$ cat src/rtl/core/annexb_nal_unit_splitter_core_assert.svh
// Assertion macros for the NAL unit splitter core.
// Each macro has a checking form for simulation and an empty form for synthesis.
`ifndef ANNEXB_NAL_UNIT_SPLITTER_CORE_ASSERT_SVH
`define ANNEXB_NAL_UNIT_SPLITTER_CORE_ASSERT_SVH

`ifndef SYNTHESIS

// Property checked at every clock edge outside reset.
`define ANBS_ASSERT(lbl, clk, rst_n, prop) \
    lbl: assert property (@(posedge clk) disable iff (!rst_n) prop) \
        else $error("anbs assertion failed");

// Property checked at every clock edge, reset included.
`define ANBS_ASSERT_ALWAYS(lbl, clk, prop) \
    lbl: assert property (@(posedge clk) prop) \
        else $error("anbs assertion failed");

`else

`define ANBS_ASSERT(lbl, clk, rst_n, prop)
`define ANBS_ASSERT_ALWAYS(lbl, clk, prop)

`endif

`endif

$ cat src/rtl/core/anbs_pkg.sv
package anbs_pkg;

    // Most results one input byte can cause: one shifted out, three flushed.
    localparam int BURST_MAX = 4;

    localparam logic [7:0] BYTE_ZERO = 8'h00;
    localparam logic [7:0] BYTE_ONE  = 8'h01;

    typedef struct packed {
        logic [7:0] unit_byte;
        logic       first_of_unit;
        logic       last_of_unit;
        logic [4:0] unit_type;
        logic [1:0] reference_priority;
    } t_result;

    // Results produced for one input byte, packed from slot 0 upward.
    typedef struct packed {
        logic [2:0]              count;
        t_result [BURST_MAX-1:0] item;
    } t_burst;

    typedef struct packed {
        logic [2:0] count;
        logic       take;
    } t_buf_status;

    function automatic t_result make_result(
        input logic [7:0] unit_byte,
        input logic       first,
        input logic       last,
        input logic [4:0] unit_type,
        input logic [1:0] prio
    );
        t_result r;
        r.unit_byte          = unit_byte;
        r.first_of_unit      = first;
        r.last_of_unit       = last;
        r.unit_type          = unit_type;
        r.reference_priority = prio;
        return r;
    endfunction

endpackage

$ cat src/rtl/core/anbs_parse.sv
module anbs_parse (
    input  logic              i_clk,
    input  logic              i_rst_n,
    input  logic              i_go,
    input  logic [7:0]        i_data_byte,
    input  logic              i_end_of_stream,
    output anbs_pkg::t_burst  o_burst
);

    logic       r_inside,     n_inside;
    logic [1:0] r_zero_run,   n_zero_run;
    logic [1:0] r_held_count, n_held_count;
    logic       r_oldest_hdr, n_oldest_hdr;
    logic [4:0] r_type,       n_type;
    logic [1:0] r_prio,       n_prio;
    logic [7:0] r_held [0:2];
    logic [7:0] n_held [0:2];

    logic       norm;
    logic [1:0] slot;
    logic [1:0] flush_cnt;
    anbs_pkg::t_burst burst;

    always_comb begin
        n_inside     = r_inside;
        n_zero_run   = r_zero_run;
        n_held_count = r_held_count;
        n_oldest_hdr = r_oldest_hdr;
        n_type       = r_type;
        n_prio       = r_prio;
        n_held       = r_held;
        norm         = 1'b0;
        slot         = 2'd0;
        flush_cnt    = 2'd0;
        burst        = '0;

        if (!r_inside) begin
            // Search: count zeros, open a unit on 01 after two or more zeros.
            if (i_data_byte == anbs_pkg::BYTE_ZERO) begin
                if (r_zero_run != 2'd3) begin
                    n_zero_run = r_zero_run + 2'd1;
                end
            end else if (i_data_byte == anbs_pkg::BYTE_ONE && r_zero_run >= 2'd2) begin
                n_inside     = 1'b1;
                n_held_count = 2'd0;
                n_oldest_hdr = 1'b0;
                n_zero_run   = 2'd0;
            end else begin
                n_zero_run = 2'd0;
            end
        end else if (r_held_count == 2'd0) begin
            // Header byte: latch type and priority.
            n_type       = i_data_byte[4:0];
            n_prio       = i_data_byte[6:5];
            n_held[0]    = i_data_byte;
            n_held_count = 2'd1;
            n_oldest_hdr = 1'b1;
        end else if (r_held_count != 2'd3) begin
            n_held[r_held_count] = i_data_byte;
            n_held_count         = r_held_count + 2'd1;
        end else if (r_held[1] == anbs_pkg::BYTE_ZERO && r_held[2] == anbs_pkg::BYTE_ZERO
                     && i_data_byte <= anbs_pkg::BYTE_ONE) begin
            // Closing window: the oldest held byte ends the unit.
            norm          = 1'b1;
            burst.item[0] = anbs_pkg::make_result(r_held[0], r_oldest_hdr, 1'b1,
                                                  r_type, r_prio);
            n_held_count  = 2'd0;
            n_oldest_hdr  = 1'b0;
            if (i_data_byte == anbs_pkg::BYTE_ONE) begin
                n_inside   = 1'b1;
                n_zero_run = 2'd0;
            end else begin
                n_inside   = 1'b0;
                n_zero_run = 2'd3;
            end
        end else begin
            norm          = 1'b1;
            burst.item[0] = anbs_pkg::make_result(r_held[0], r_oldest_hdr, 1'b0,
                                                  r_type, r_prio);
            n_held[0]     = r_held[1];
            n_held[1]     = r_held[2];
            n_held[2]     = i_data_byte;
            n_oldest_hdr  = 1'b0;
        end

        burst.count = {2'b00, norm};

        if (i_end_of_stream) begin
            // Flush every held byte of an open unit, then restart the search.
            if (n_inside) begin
                flush_cnt = n_held_count;
                for (int i = 0; i < 3; i++) begin
                    if (2'(i) < flush_cnt) begin
                        slot = 2'(i) + {1'b0, norm};
                        burst.item[slot] = anbs_pkg::make_result(
                            n_held[i], (i == 0) && n_oldest_hdr,
                            (2'(i) + 2'd1) == flush_cnt, n_type, n_prio);
                    end
                end
                burst.count = {2'b00, norm} + {1'b0, flush_cnt};
            end
            n_inside     = 1'b0;
            n_zero_run   = 2'd0;
            n_held_count = 2'd0;
            n_oldest_hdr = 1'b0;
        end
    end

    assign o_burst = burst;

    always_ff @(posedge i_clk) begin
        if (!i_rst_n) begin
            r_inside     <= 1'b0;
            r_zero_run   <= 2'd0;
            r_held_count <= 2'd0;
            r_oldest_hdr <= 1'b0;
            r_type       <= 5'd0;
            r_prio       <= 2'd0;
        end else if (i_go) begin
            r_inside     <= n_inside;
            r_zero_run   <= n_zero_run;
            r_held_count <= n_held_count;
            r_oldest_hdr <= n_oldest_hdr;
            r_type       <= n_type;
            r_prio       <= n_prio;
        end
    end

    always_ff @(posedge i_clk) begin
        if (i_go) begin
            r_held <= n_held;
        end
    end

endmodule

$ cat src/rtl/core/anbs_rbuf.sv
module anbs_rbuf (
    input  logic                   i_clk,
    input  logic                   i_rst_n,
    input  logic                   i_offer,
    input  anbs_pkg::t_burst       i_burst,
    input  logic                   i_stall,
    output anbs_pkg::t_buf_status  o_status,
    output logic                   o_valid,
    output anbs_pkg::t_result      o_result
);

    logic [2:0]        r_count, n_count;
    anbs_pkg::t_result r_slot [0:anbs_pkg::BURST_MAX-1];
    anbs_pkg::t_result n_slot [0:anbs_pkg::BURST_MAX-1];

    logic       pop;
    logic       take;
    logic [2:0] cnt_after;
    logic [2:0] k;

    always_comb begin
        n_slot    = r_slot;
        k         = 3'd0;
        pop       = (r_count != 3'd0) && !i_stall;
        cnt_after = r_count - {2'b00, pop};
        // Take the whole burst only when every result fits.
        take      = i_offer && (({1'b0, cnt_after} + {1'b0, i_burst.count})
                                <= 4'(anbs_pkg::BURST_MAX));
        n_count   = cnt_after + (take ? i_burst.count : 3'd0);
        for (int j = 0; j < anbs_pkg::BURST_MAX; j++) begin
            k = 3'(j) - cnt_after;
            if (3'(j) < cnt_after) begin
                n_slot[j] = pop ? r_slot[2'(j + 1)] : r_slot[j];
            end else if (take && k < i_burst.count) begin
                n_slot[j] = i_burst.item[k[1:0]];
            end
        end
    end

    always_ff @(posedge i_clk) begin
        if (!i_rst_n) begin
            r_count <= 3'd0;
        end else begin
            r_count <= n_count;
        end
    end

    always_ff @(posedge i_clk) begin
        r_slot <= n_slot;
    end

    assign o_status.count = r_count;
    assign o_status.take  = take;
    assign o_valid        = (r_count != 3'd0);
    assign o_result       = r_slot[0];

endmodule

$ cat src/rtl/core/annexb_nal_unit_splitter_core.sv
// H.264 Annex B NAL unit splitter. Feed the byte stream one byte per transfer on
// i_data_byte, with i_end_of_stream on the final byte; every NAL unit comes out
// byte by byte, header byte included, with o_first_of_unit on the header, o_last_of_unit
// on its final byte, and the header's type and reference priority on every byte. Start
// codes (two or more zeros then 01) are dropped; a unit ends before the next
// 00 00 00 or 00 00 01 window, and emulation-prevention bytes pass through
// untouched. Three bytes of a unit are held back so a closing window is seen
// before the byte ahead of it is released, so output lags input by three bytes
// inside a unit. One byte is taken per cycle while i_stall is low: an input
// register feeds the parse logic, whose results drop into a four-slot result
// buffer drained one result per cycle while i_stall is low. The end-of-stream
// byte can release up to four results at once and is held in the input
// register until the buffer has room for all of them; otherwise throughput is
// one byte per cycle. A byte passes the input register and the result buffer
// before its first result shows. Up to two trailing zeros at the end of the stream
// stay part of the last unit, and a start code as the very last bytes yields nothing.
module annexb_nal_unit_splitter_core (
    input  logic       i_clk,
    input  logic       i_rst_n,
    input  logic       i_valid,
    output logic       o_stall,
    input  logic [7:0] i_data_byte,
    input  logic       i_end_of_stream,
    output logic       o_valid,
    input  logic       i_stall,
    output logic [7:0] o_unit_byte,
    output logic       o_first_of_unit,
    output logic       o_last_of_unit,
    output logic [4:0] o_unit_type,
    output logic [1:0] o_reference_priority
);

`include "annexb_nal_unit_splitter_core_assert.svh"

    // Input register: holds one byte until its results fit in the buffer.
    logic       r_in_valid;
    logic [7:0] r_in_byte;
    logic       r_in_eos;

    anbs_pkg::t_burst      w_burst;
    anbs_pkg::t_buf_status w_status;
    anbs_pkg::t_result     w_result;
    logic                  w_accept;

    // Stall upstream only while the held byte cannot advance.
    assign o_stall  = r_in_valid && !w_status.take;
    assign w_accept = i_valid && !o_stall;

    always_ff @(posedge i_clk) begin
        if (!i_rst_n) begin
            r_in_valid <= 1'b0;
        end else if (w_accept) begin
            r_in_valid <= 1'b1;
        end else if (w_status.take) begin
            r_in_valid <= 1'b0;
        end
    end

    always_ff @(posedge i_clk) begin
        if (w_accept) begin
            r_in_byte <= i_data_byte;
            r_in_eos  <= i_end_of_stream;
        end
    end

    // Parse state advances only when the buffer takes this byte's results.
    anbs_parse u_parse (
        .i_clk           (i_clk),
        .i_rst_n         (i_rst_n),
        .i_go            (w_status.take),
        .i_data_byte     (r_in_byte),
        .i_end_of_stream (r_in_eos),
        .o_burst         (w_burst)
    );

    anbs_rbuf u_rbuf (
        .i_clk    (i_clk),
        .i_rst_n  (i_rst_n),
        .i_offer  (r_in_valid),
        .i_burst  (w_burst),
        .i_stall  (i_stall),
        .o_status (w_status),
        .o_valid  (o_valid),
        .o_result (w_result)
    );

    assign o_unit_byte          = w_result.unit_byte;
    assign o_first_of_unit      = w_result.first_of_unit;
    assign o_last_of_unit       = w_result.last_of_unit;
    assign o_unit_type          = w_result.unit_type;
    assign o_reference_priority = w_result.reference_priority;

    // Result buffer never holds more than its four slots.
    `ANBS_ASSERT(a_buf_bound, i_clk, i_rst_n, w_status.count <= 3'd4)

    // A taken burst with results makes a result visible next cycle.
    `ANBS_ASSERT(a_burst_shows, i_clk, i_rst_n,
                 (w_status.take && w_burst.count != 3'd0) |=> o_valid)

    // A held byte that does not advance stays in the input register unchanged.
    `ANBS_ASSERT(a_in_hold, i_clk, i_rst_n,
                 (r_in_valid && !w_status.take) |=>
                 (r_in_valid && $stable(r_in_byte) && $stable(r_in_eos)))

    // Nothing is taken from an empty input register.
    `ANBS_ASSERT_ALWAYS(a_take_needs_byte, i_clk, w_status.take |-> r_in_valid)

endmodule
$ cat config.mk
export PLATFORM = sky130hd
export DESIGN_NAME = annexb_nal_unit_splitter_core
export DESIGN_NICKNAME = d
export VERILOG_FILES = /design/src/rtl/core/anbs_pkg.sv /design/src/rtl/core/anbs_parse.sv /design/src/rtl/core/anbs_rbuf.sv /design/src/rtl/core/annexb_nal_unit_splitter_core.sv
export VERILOG_INCLUDE_DIRS = /design/src /design/src/rtl/core
export SDC_FILE = /design/constraint.sdc
export NUM_CORES = 1
export LEC_CHECK = 0
export ABC_AREA = 1
export BUFFER_PORTS_ARGS = -buffer_cell sky130_fd_sc_hd__buf_2
export CELL_PAD_IN_SITES_DETAIL_PLACEMENT = 1
export CELL_PAD_IN_SITES_GLOBAL_PLACEMENT = 1
export CORE_MARGIN = 1.5
export CORE_UTILIZATION = 40
export DETAILED_ROUTE_END_ITERATION = 8
export PLACE_DENSITY = 0.72
export SETUP_SLACK_MARGIN = 0.3
export SYNTH_ARGS = -nofsm -noshare
export SYNTH_HDL_FRONTEND = slang
export SYNTH_SLANG_ARGS = --single-unit
$ cat constraint.sdc
create_clock -name i_clk -period 7.59 [get_ports i_clk]
set_input_delay 0.3795 -clock i_clk [delete_from_list [all_inputs] [get_ports i_clk]]
set_output_delay 0.3795 -clock i_clk [all_outputs]
set_load 0.005 [all_outputs]
==> flow_metrics.tcl, run 1 <==
set metrics [dict create \
    wire_length_of_the_first_global_routing_pass_mm 34.3 \
    worst_path_largest_cell_delay_ns 0.93 \
    final-max-slew-violation-count 0 \
    clock_skew_ns 0.00976 \
    finalSetupViolCount 0 \
    cts-htree-levels 3 \
    syn_to_final_growth_pct 7.07 \
    cts_max_path_buffers 2 \
    dp_worst_setup_slack_ns 1.96 \
    final_non_filler_cell_area_um2 7010 \
    drt-vias-per-instance 5.46 \
    num_rows 46 \
    num-nets-final 951 \
    cts_tree "yes" \
    worst_hold_path_type "in -> reg" \
    post_synth.cell_area_avg_um2 7.08 \
    clockRootBuffer "clkbuf_16" \
    cts_setup_buffers 0 \
    r2r-start "u_parse.r_inside" \
    hold_path_end "r_in_byte[4]" \
    slowest_cell_on_the_critical_path "dfxtp_1" \
    timing.slew.headroom_pct 26.7 \
    final_tns_setup_ns 0 \
    chipWidth_um 131 \
    finalWorstSetupSlack_ns 1.91 \
    path_delay_family "compound AO/OA/AOI/OAI gates" \
    post_cts_hold_buffer_count 0 \
    synth.top_cell.area_share_pct 30.7 \
    synth-async-reset-ratio_pct 0 \
    routed_wire_length_per_instance_um 18.8 \
    worstSetupStartpointType "flip-flop" \
    p_total_mw 2.54 \
    tritoncts_buffer_count 9 \
    setup.reg_to_reg.worst_slack_ns 1.91 \
    postRouteWirelength_mm 21.3 \
    ys_dominant_reg_cell "edfxtp_1" \
    dieArea_um2 17100 \
    timing.critical_path.buf_inv 3 \
    worstHoldPathCells 1 \
    die_height_um 131 \
    cp_data_required_time_ns 7.57 \
    status "complete, no violations" \
    gp_congestion 0.845 \
    globalRouteTotalUtil_pct 26.7 \
    final_util_pct 44.0 \
    initial_core_util_pct 41.1 \
    synth_fp_nets 960 \
    power_leakage_nw 3.14 \
    synthCells 924 \
    clock_latency_ns 0.36 \
    postRouteAntennaNets 0 \
    crit_type "reg -> reg" \
    cts_num_sinks 84 \
    synth_seq_cells 84 \
    ir_worst_vdd_mv 0.510 \
    iteration_0_drc_markers 364 \
    drtPass1Iterations 4 \
    yosysSeqAreaShare_pct 35.9 \
    post_place_cell_area_um2 6690 \
    finalWorstPathRequiredPeriod_ns 5.68 \
    place.port_buffers 31 \
    cellPowerDensity_nw_per_um2 362 \
    yosysUniqueCellTypes 45 \
    max-cap-violations 0 \
    cts.clk_slew.worst_paths_ns 0.07 \
    drc 0 \
    synthesis.area_um2 6550 \
    antenna_violations_before_repair 0 \
    timing.rr.end "u_rbuf.o_result[11]" \
    synth_edf_count 67 \
    grt_start_max_net_pins 53 \
    vias_in_the_first_global_route 6302 \
    n_antenna_cell 0 \
    timing.final.hold_violations 0 \
    max_freq_mhz 176 \
    grt_setup_unrepaired "no" \
    worst-endpoint-arrival_ns 5.66 \
    placeableCoreArea_um2 15900 \
    number_of_primary_i_o_pins 32 \
    synth_commonest_cells "nand2_1, nand3_1, inv_1" \
    worst-path-max-fanout 32 \
    rr_worst_depth 13 \
    worstSetupEndpointType "flip-flop" \
    measured_slew_at_the_worst_slew_check_pin_ns 1.09 \
    final_layout_size_suffix_gt1_share_pct 12.4 \
    critical_path.cell_chain "nand2_1 > inv_1 > ha_1 > inv_1 > a21oi_1 > ha_1 > fa_1 > o21ai_0 > o211ai_1 > nor2_2 > buf_4 > o211ai_1 > o22ai_2" \
    grt_remaining_overflow 0 \
    yosys.area.top_type "edfxtp_1" \
    cts_resized 0 \
    dp_hpwl_mm 15.6 \
    timing.final.crit_share_pct 74.9 \
    most_frequently_used_cell_type_in_the_post_synthesis_netlist "nand2_1" \
    ys_top_cells_by_area "edfxtp_1, nand2_1, nand3_1" \
    timing.hold.worst.start "i_data_byte[4]" \
    yosysWarnings 0 \
    vias 6204 \
]
==> flip-flops by register name (all words and copies together), names as in the netlist, 2 cells and up <==
signal,cells
r_in_byte,8
u_parse.r_held,24
u_parse.r_held_count,2
u_parse.r_prio,2
u_parse.r_type,5
u_parse.r_zero_run,2
u_rbuf.o_result,17
u_rbuf.r_count,3
u_rbuf.r_slot,17
==> where the power goes <==
| part | total [mW] | internal, mW | switching [mW] | leakage, nW |
|---|---|---|---|---|
| logic | 1.30 | 0.414 | 0.890 | 2.21 |
| clock network | 0.475 | 0.271 | 0.204 | 0.159 |
| registers | 0.758 | 0.714 | 0.0437 | 0.767 |
==> routing by layer <==
| layer | track usage, % | wire length, µm | up-vias | share of wire (%) |
|---|---|---|---|---|
| li1 | - | - | 3040 | - |
| met1 | 33.4 | 9470 | 3025 | 44 |
| met2 | 46.8 | 10700 | 103 | 50 |
| met3 | 3.91 | 605 | 36 | 2.8 |
| met4 | 9.76 | 584 | 0 | 2.7 |
| met5 | 0 | 0 | - | 0 |
==> worst max-delay path by stage <==
stage / slack [ns] / from / cells past startpoint / endpoint
CTS: 1.92 / u_parse.r_inside / 13 / u_rbuf.o_result[11]
global route: 1.36 / u_parse.r_inside / 13 / u_rbuf.o_result[14]
finish: 1.91 / u_parse.r_inside / 13 / u_rbuf.o_result[11]
floorplan: 2.13 / u_parse.r_held_count[0] / 25 / u_rbuf.r_count[1]
detailed placement: 1.96 / u_parse.r_inside / 13 / u_rbuf.o_result[11]
global placement: 2.09 / u_parse.r_inside / 13 / u_rbuf.o_result[11]
==> placed cells by master, fill, tap and decap left out, types with 5 or more instances in the layout <==
cell type  netlist  layout
a21oi_1         67      67
o211ai_1         7       7
buf_4           21      10
nand2_2         14      14
nand4_1          7       7
o21ai_0         73      72
ha_1            21      21
nand2_1        245     245
clkinv_1         5       5
o21ai_1         11      12
buf_2            9      31
nor2_4           7       7
clkbuf_16        0      11
dfxtp_1         17      17
nand3_1        109     109
o22ai_1          6       5
nor2_2           5       5
nor2_1          63      63
a31oi_1          6       6
nand2_4          5       5
inv_2           10      10
edfxtp_1        67      67
inv_1           86      86
==> final cells by class <==
cell class	instances	area, µm²
Inverter	104	400
Fill cell	2064	8930
Clock buffer	12	289
Tap cell	216	270
Clock inverter	4	27.5
Multi-Input combinational cell	675	3440
Timing Repair Buffer	41	230
Sequential cell	84	2350
==> logic make-up after synthesis <==
kind of cell	after synthesis	synth area share, %
buffers and inverters	165	11.6
AOI/OAI and AO/OA	183	15.2
DFF	84	35.9
and+or+nand+nor	467	32.4
adders and majority gates	23	4.63
xor gates and xnor gates	2	0.268
==> worst reg2reg max path: stages (launching register included) <==
cell and delay [ns]:
dfxtp_1 0.93, nand2_1 0.71, inv_1 0.64, ha_1 0.32, inv_1 0.07, a21oi_1 0.08
ha_1 0.26, fa_1 0.43, o21ai_0 0.22, o211ai_1 0.16, nor2_2 0.13, buf_4 0.40
o211ai_1 0.18, o22ai_2 0.75
==> through the flow <==
stage          cells  hold slack [ns]
6_report        1136            0.189
3_3_place_gp    1120            0.479
4_1_cts         1136            0.181
5_1_grt         1136            0.183
3_5_place_dp    1120            0.485
2_1_floorplan    924            0.440
(Power assumes the default switching activity.)
==> inputs of run 2 (changes only) <==
--- a/config.mk
+++ b/config.mk
@@ -6,14 +6,14 @@
 export SDC_FILE = /design/constraint.sdc
 export NUM_CORES = 1
 export LEC_CHECK = 0
-export ABC_AREA = 1
+export ABC_AREA = 0
 export BUFFER_PORTS_ARGS = -buffer_cell sky130_fd_sc_hd__buf_2
 export CELL_PAD_IN_SITES_DETAIL_PLACEMENT = 1
 export CELL_PAD_IN_SITES_GLOBAL_PLACEMENT = 1
 export CORE_MARGIN = 1.5
 export CORE_UTILIZATION = 40
 export DETAILED_ROUTE_END_ITERATION = 8
-export PLACE_DENSITY = 0.72
+export PLACE_DENSITY = 0.68
 export SETUP_SLACK_MARGIN = 0.3
 export SYNTH_ARGS = -nofsm -noshare
 export SYNTH_HDL_FRONTEND = slang
==> constraint.sdc (replaced) <==
create_clock -name i_clk -period 5.5 [get_ports i_clk]
set_input_delay 0.275 -clock i_clk [delete_from_list [all_inputs] [get_ports i_clk]]
set_output_delay 0.275 -clock i_clk [all_outputs]
set_load 0.005 [all_outputs]
==> flow_metrics.tcl, run 2 <==
set metrics [dict create \
    post_synth.cell_area_avg_um2 9.75 \
    synth_commonest_cells "edfxtp_1, nand2_1, nor2_1" \
    tritoncts_buffer_count 9 \
    ir_worst_vdd_mv 0.295 \
    initial_core_util_pct 41.4 \
    post_cts_hold_buffer_count 0 \
    largest_register_ffs 24 \
    status "complete, no violations" \
    most_frequently_used_cell_type_in_the_post_synthesis_netlist "edfxtp_1" \
    synth_seq_cells 84 \
    postRouteWirelength_mm 17.8 \
    ys_dominant_reg_cell "edfxtp_1" \
    final_tns_setup_ns 0 \
    antenna_violations_before_repair 0 \
    synthCells 569 \
    postRouteAntennaNets 0 \
    max_freq_mhz 203 \
    worst-endpoint-arrival_ns 4.92 \
    filler_cell_count 1564 \
    finalWorstPathRequiredPeriod_ns 4.93 \
    num_rows 42 \
    globalRouteTotalUtil_pct 25.9 \
    cts_max_path_buffers 2 \
    yosysUniqueCellTypes 76 \
    power_leakage_nw 2.43 \
    vias_in_the_first_global_route 4939 \
    worst-path-max-fanout 17 \
    timing.final.crit_share_pct 89.7 \
    worstSetupStartpointType "flip-flop" \
    measured_slew_at_the_worst_slew_check_pin_ns 1.16 \
    dp_hpwl_mm 13.2 \
    finalSetupViolCount 0 \
    most_common_cell_after_layout_fill_and_taps_aside "edfxtp_1" \
    finalWorstSetupSlack_ns 0.566 \
    multiInputGateArea_um2 2790 \
    cellPowerDensity_nw_per_um2 389 \
    final-max-slew-violation-count 0 \
    number_of_primary_i_o_pins 32 \
    yosysSeqAreaShare_pct 42.4 \
    drt-vias-per-instance 6.24 \
    cts_num_sinks 84 \
    die_height_um 121 \
    timing.slew.headroom_pct 21.8 \
    synth_fp_nets 605 \
    grt_setup_unrepaired "no" \
    cp_data_required_time_ns 5.48 \
    placeableCoreArea_um2 13400 \
    gp_congestion 0.900 \
    cts.clk_slew.worst_paths_ns 0.07 \
    clockRootBuffer "clkbuf_16" \
    timing.final.hold_violations 0 \
    max-cap-violations 0 \
    routed_wire_length_per_instance_um 23.2 \
    syn_to_final_growth_pct 10.9 \
    clock_skew_ns 0.0135 \
    synthesis.area_um2 5550 \
    dieArea_um2 14600 \
    most-common-layout-cells "edfxtp_1, nand2_1, nor2_1, inv_1, buf_2" \
    grt_remaining_overflow 0 \
    chipWidth_um 121 \
    clock_latency_ns 0.36 \
    vias 4800 \
    drc 0 \
    iteration_0_drc_markers 406 \
    cts-htree-levels 3 \
    worst_hold_path_type "in -> reg" \
    num-nets-final 624 \
    dp_worst_setup_slack_ns 0.224 \
    cts_tree "yes" \
    ys_top_cells_by_area "edfxtp_1, dfxtp_1, ha_1" \
    place.port_buffers 31 \
    yosysWarnings 0 \
    synth-async-reset-ratio_pct 0 \
    largest_reg_by_ff_count "u_parse.r_held" \
    grt_start_max_net_pins 25 \
    n_antenna_cell 0 \
    synth.top_cell.area_share_pct 36.3 \
    synth_edf_count 67 \
    worstSetupEndpointType "flip-flop" \
    wire_length_of_the_first_global_routing_pass_mm 28.3 \
    drtPass1Iterations 5 \
    yosys.area.top_type "edfxtp_1" \
    final-seq-area_um2 2350 \
    crit_type "reg -> reg" \
    final_layout_size_suffix_gt1_share_pct 17.2 \
]
## run 2: cell count changes in the layout (fill, tap and decap cells not counted), sizes merged, moves of 9 or more
cell	previous run	this run
nand3	113	8
nand4b	0	9
nor2	76	41
inv	99	42
nor2b	0	9
a21oi	69	23
o21ai	86	25
buf	41	58
nand2	264	45
mux2i	0	17
nor4	0	9
## run 2: worst max-delay path: stages, from the launching register on
cell      delay (ns)
edfxtp_1        0.38
buf_4           0.20
or3_1           0.48
or3_4           0.43
a31oi_1         0.18
o21a_1          0.18
inv_2           0.08
ha_1            0.29
nand2_1         0.13
inv_1           0.09
fa_1            0.44
nand2b_1        0.16
a221o_1         0.30
or2_2           0.36
inv_2           0.15
buf_4           0.24
nand3_1         0.11
o21ai_2         0.36
## run 2: where the power goes
group	switching (mW)	internal, mW	leakage, nW
clock	0.288	0.313	0.137
sequential	0.0510	0.865	0.760
combinational	0.580	0.292	1.53
total	0.919	1.47	2.43
## run 2: cell families after synthesis
kind of cell,count (synthesis),synth area share (%)
AO/OA/AOI/OAI,178,23.5
XOR/XNOR,4,0.632
adder cells (fa/ha/maj),25,5.82
buffers and inverters,88,7.67
flip-flops,84,42.4
multiplexers,22,4.08
AND/OR/NAND/NOR,168,15.9
## run 2: through the flow
stage	cells	hold WS, ns	cell area, µm²	total power, mW	util (%)
floorplan	569	0.374	5560	1.52	-
global placement	748	0.454	5810	1.77	43.4
detailed placement	748	0.454	5810	1.79	43.4
CTS	764	0.0757	6100	2.40	45.5
global route	769	0.0896	6150	2.52	45.9
finish	769	0.0916	6150	2.39	45.9
## run 2: routing by layer
metal | vias to the layer above | part of all wire (%) | track usage [%]
li1 | 2191 | - | -
met3 | 54 | 5.6 | 3.54
met1 | 2370 | 44 | 34.7
met4 | 0 | 5.3 | 15.4
met2 | 185 | 46 | 39.8
met5 | - | 0 | 0
## run 2: cell type report
| cell class | instances | area share [%] |
|---|---|---|
| clock buffers | 9 | 3.66 |
| well taps | 176 | 3.58 |
| inverters | 38 | 2.32 |
| clock inverters | 7 | 0.916 |
| multi-input cells | 397 | 45.3 |
| repair buffers | 58 | 5.94 |
| flip-flops and latches | 84 | 38.3 |
## run 2: repair_timing
action,in CTS,in global routing
endpoints found under the setup margin,1,37
gates resized for setup,2,4
setup buffers,0,5
## run 2: path summary, 6_finish.rpt
check | from | end | slack, ns | cells after the start
worst min register to register | u_parse.r_zero_run[0] | u_parse.r_zero_run[0] | 0.53 | 2
worst min-delay path | i_end_of_stream | r_in_eos | 0.09 | 1
worst max register to register | r_in_byte[2] | u_rbuf.o_result[4] | 0.57 | 17
worst max-delay path | r_in_byte[2] | u_rbuf.o_result[4] | 0.57 | 17
==> inputs of run 3 (changes only) <==
==> constraint.sdc (replaced) <==
create_clock -name i_clk -period 6.15 [get_ports i_clk]
set_input_delay 0.3075 -clock i_clk [delete_from_list [all_inputs] [get_ports i_clk]]
set_output_delay 0.3075 -clock i_clk [all_outputs]
set_load 0.005 [all_outputs]
==> flow_metrics.tcl, run 3 (synthesis gave the netlist of run 2 again) <==
set metrics [dict create \
    vias_in_the_first_global_route 4849 \
    dp_hpwl_mm 13.4 \
    postRouteWirelength_mm 18.0 \
    hold_path_end "r_in_byte[5]" \
    drtPass1Iterations 7 \
    drc 0 \
    measured_slew_at_the_worst_slew_check_pin_ns 1.03 \
    cts_resized 0 \
    power_leakage_nw 2.34 \
    gp_congestion 0.904 \
    worstSetupEndpointType "flip-flop" \
    n_antenna_cell 0 \
    grt_setup_unrepaired "no" \
    routed_wire_length_per_instance_um 24.0 \
    cts_num_sinks 84 \
    grt_remaining_overflow 0 \
    postRouteAntennaNets 0 \
    grt_start_max_net_pins 25 \
    worst_hold_path_type "in -> reg" \
    final_tns_setup_ns 0 \
    final-max-slew-violation-count 0 \
    vias 4803 \
    most-common-layout-cells "edfxtp_1, nand2_1, nor2_1, inv_1, buf_2" \
    largest_reg_by_ff_count "u_parse.r_held" \
    cp_data_required_time_ns 6.39 \
    filler_cell_count 1522 \
    placeableCoreArea_um2 13400 \
    most_common_cell_after_layout_fill_and_taps_aside "edfxtp_1" \
    path_delay_family "adder cells" \
    antenna_violations_before_repair 0 \
    timing.rr.end "u_parse.r_inside" \
    num-nets-final 607 \
    post_cts_hold_buffer_count 0 \
    worstSetupStartpointType "flip-flop" \
    syn_to_final_growth_pct 8.19 \
    worst-endpoint-arrival_ns 5.57 \
    worstHoldPathCells 1 \
    die_height_um 121 \
    cellPowerDensity_nw_per_um2 352 \
    setup.reg_to_reg.worst_slack_ns 0.83 \
    timing.hold.worst.start "i_data_byte[5]" \
    dp.cells 736 \
    clock_latency_ns 0.35 \
    cts-htree-levels 3 \
    cts_max_path_buffers 2 \
    finalSetupViolCount 0 \
    worst_path_largest_cell_delay_ns 0.63 \
    slowest_cell_on_the_critical_path "ha_1" \
    clock_skew_ns 0.0108 \
    cts_setup_buffers 0 \
    cts.clk_slew.worst_paths_ns 0.06 \
    r2r-start "u_parse.r_held_count[0]" \
    dieArea_um2 14600 \
    place.port_buffers 31 \
    chipWidth_um 121 \
    initial_core_util_pct 41.4 \
    critical_path.cell_chain "ha_1 > inv_1 > a21oi_1 > nor2_1 > nor2_1 > inv_2 > ha_1 > nand2_1 > o21ai_0 > ha_1 > fa_1 > xor2_1 > a221o_1 > or2_2 > inv_1 > buf_4 > buf_4 > o21ai_0 > a21oi_1 > nor2b_1" \
    wire_length_of_the_first_global_routing_pass_mm 28.0 \
    final_layout_size_suffix_gt1_share_pct 13.9 \
    number_of_primary_i_o_pins 32 \
    timing.slew.headroom_pct 30.8 \
    final_std_cells_w_o_fill 752 \
    clockRootBuffer "clkbuf_16" \
    tritoncts_buffer_count 9 \
    drt-vias-per-instance 6.39 \
    num_rows 42 \
    rr_worst_depth 20 \
    ir_worst_vdd_mv 0.231 \
    crit_type "reg -> reg" \
    iteration_0_drc_markers 525 \
    max-cap-violations 0 \
    cts_tree "yes" \
    max_freq_mhz 188 \
    finalWorstPathRequiredPeriod_ns 5.32 \
    timing.critical_path.buf_inv 5 \
    worst-path-max-fanout 24 \
    timing.final.hold_violations 0 \
    largest_register_ffs 24 \
    worst_path_most_repeated_cell "ha_1" \
    timing.final.crit_share_pct 86.6 \
    status "complete, no violations" \
    globalRouteTotalUtil_pct 25.7 \
]
run 3: cell types whose count changed in the layout (fill, tap and decap cells not counted), sizes merged:
cell,change
buf,-17
clkinv,+2
inv,-2
run 3: worst max-delay path by stage:
| stage | startpoint | endpoint | cells after the start |
|---|---|---|---|
| 6_report | u_parse.r_held_count[0] | u_parse.r_inside | 20 |
| 3_5_place_dp | u_parse.r_held_count[0] | u_rbuf.r_count[2] | 21 |
| 5_1_grt | u_parse.r_held_count[1] | u_rbuf.r_count[2] | 21 |
| 2_1_floorplan | r_in_byte[6] | u_rbuf.r_slot[34] | 20 |
| 4_1_cts | u_parse.r_held_count[0] | u_rbuf.r_count[2] | 21 |
| 3_3_place_gp | u_parse.r_held_count[1] | u_parse.r_inside | 20 |
run 3: power by group:
group / switching, mW / internal (mW)
Sequential: 0.0540 / 0.773
Clock: 0.249 / 0.281
Combinational: 0.508 / 0.246
Total: 0.811 / 1.30
run 3: per-stage QoR:
| stage | cell area [µm²] | setup slack [ns] | hold WS, ns | utilization (%) | power, mW |
|---|---|---|---|---|---|
| 3_3_place_gp | 5710 | 1.02 | 0.483 | 42.6 | 1.56 |
| 4_1_cts | 6000 | 0.830 | 0.116 | 44.8 | 2.12 |
| 5_1_grt | 6000 | 0.512 | 0.117 | 44.8 | 2.23 |
| 2_1_floorplan | 5550 | 0.601 | 0.406 | - | 1.36 |
| 6_report | 6000 | 0.826 | 0.136 | 44.8 | 2.11 |
| 3_5_place_dp | 5710 | 0.890 | 0.486 | 42.6 | 1.58 |
run 3: per-layer routing:
metal	track usage, %	routed length (µm)	up-vias
met2	41.3	8540	208
met1	33.4	7760	2392
li1	-	-	2165
met3	6.13	1150	38
met5	0	0	-
met4	10.5	585	0
run 3: layout make-up:
cell class	instances	area [µm²]	share of cell area (%)
multi-input combinational	397	2770	46.1
sequential	84	2350	39.2
timing repair buffer	41	230	3.84
clock buffer	9	225	3.75
tap	176	220	3.67
inverter	38	143	2.38
clock inverter	7	61.3	1.02
run 3: worst register-to-register path, delay by kind of cell, from the launching register on:
family	cells	cell delay, ns
DFF	1	0.52
AOI/OAI and AO/OA	5	1.03
and+or+nand+nor	5	0.73
xor gates and xnor gates	1	0.17
adders and majority gates	4	1.58
buffers and inverters	5	1.18
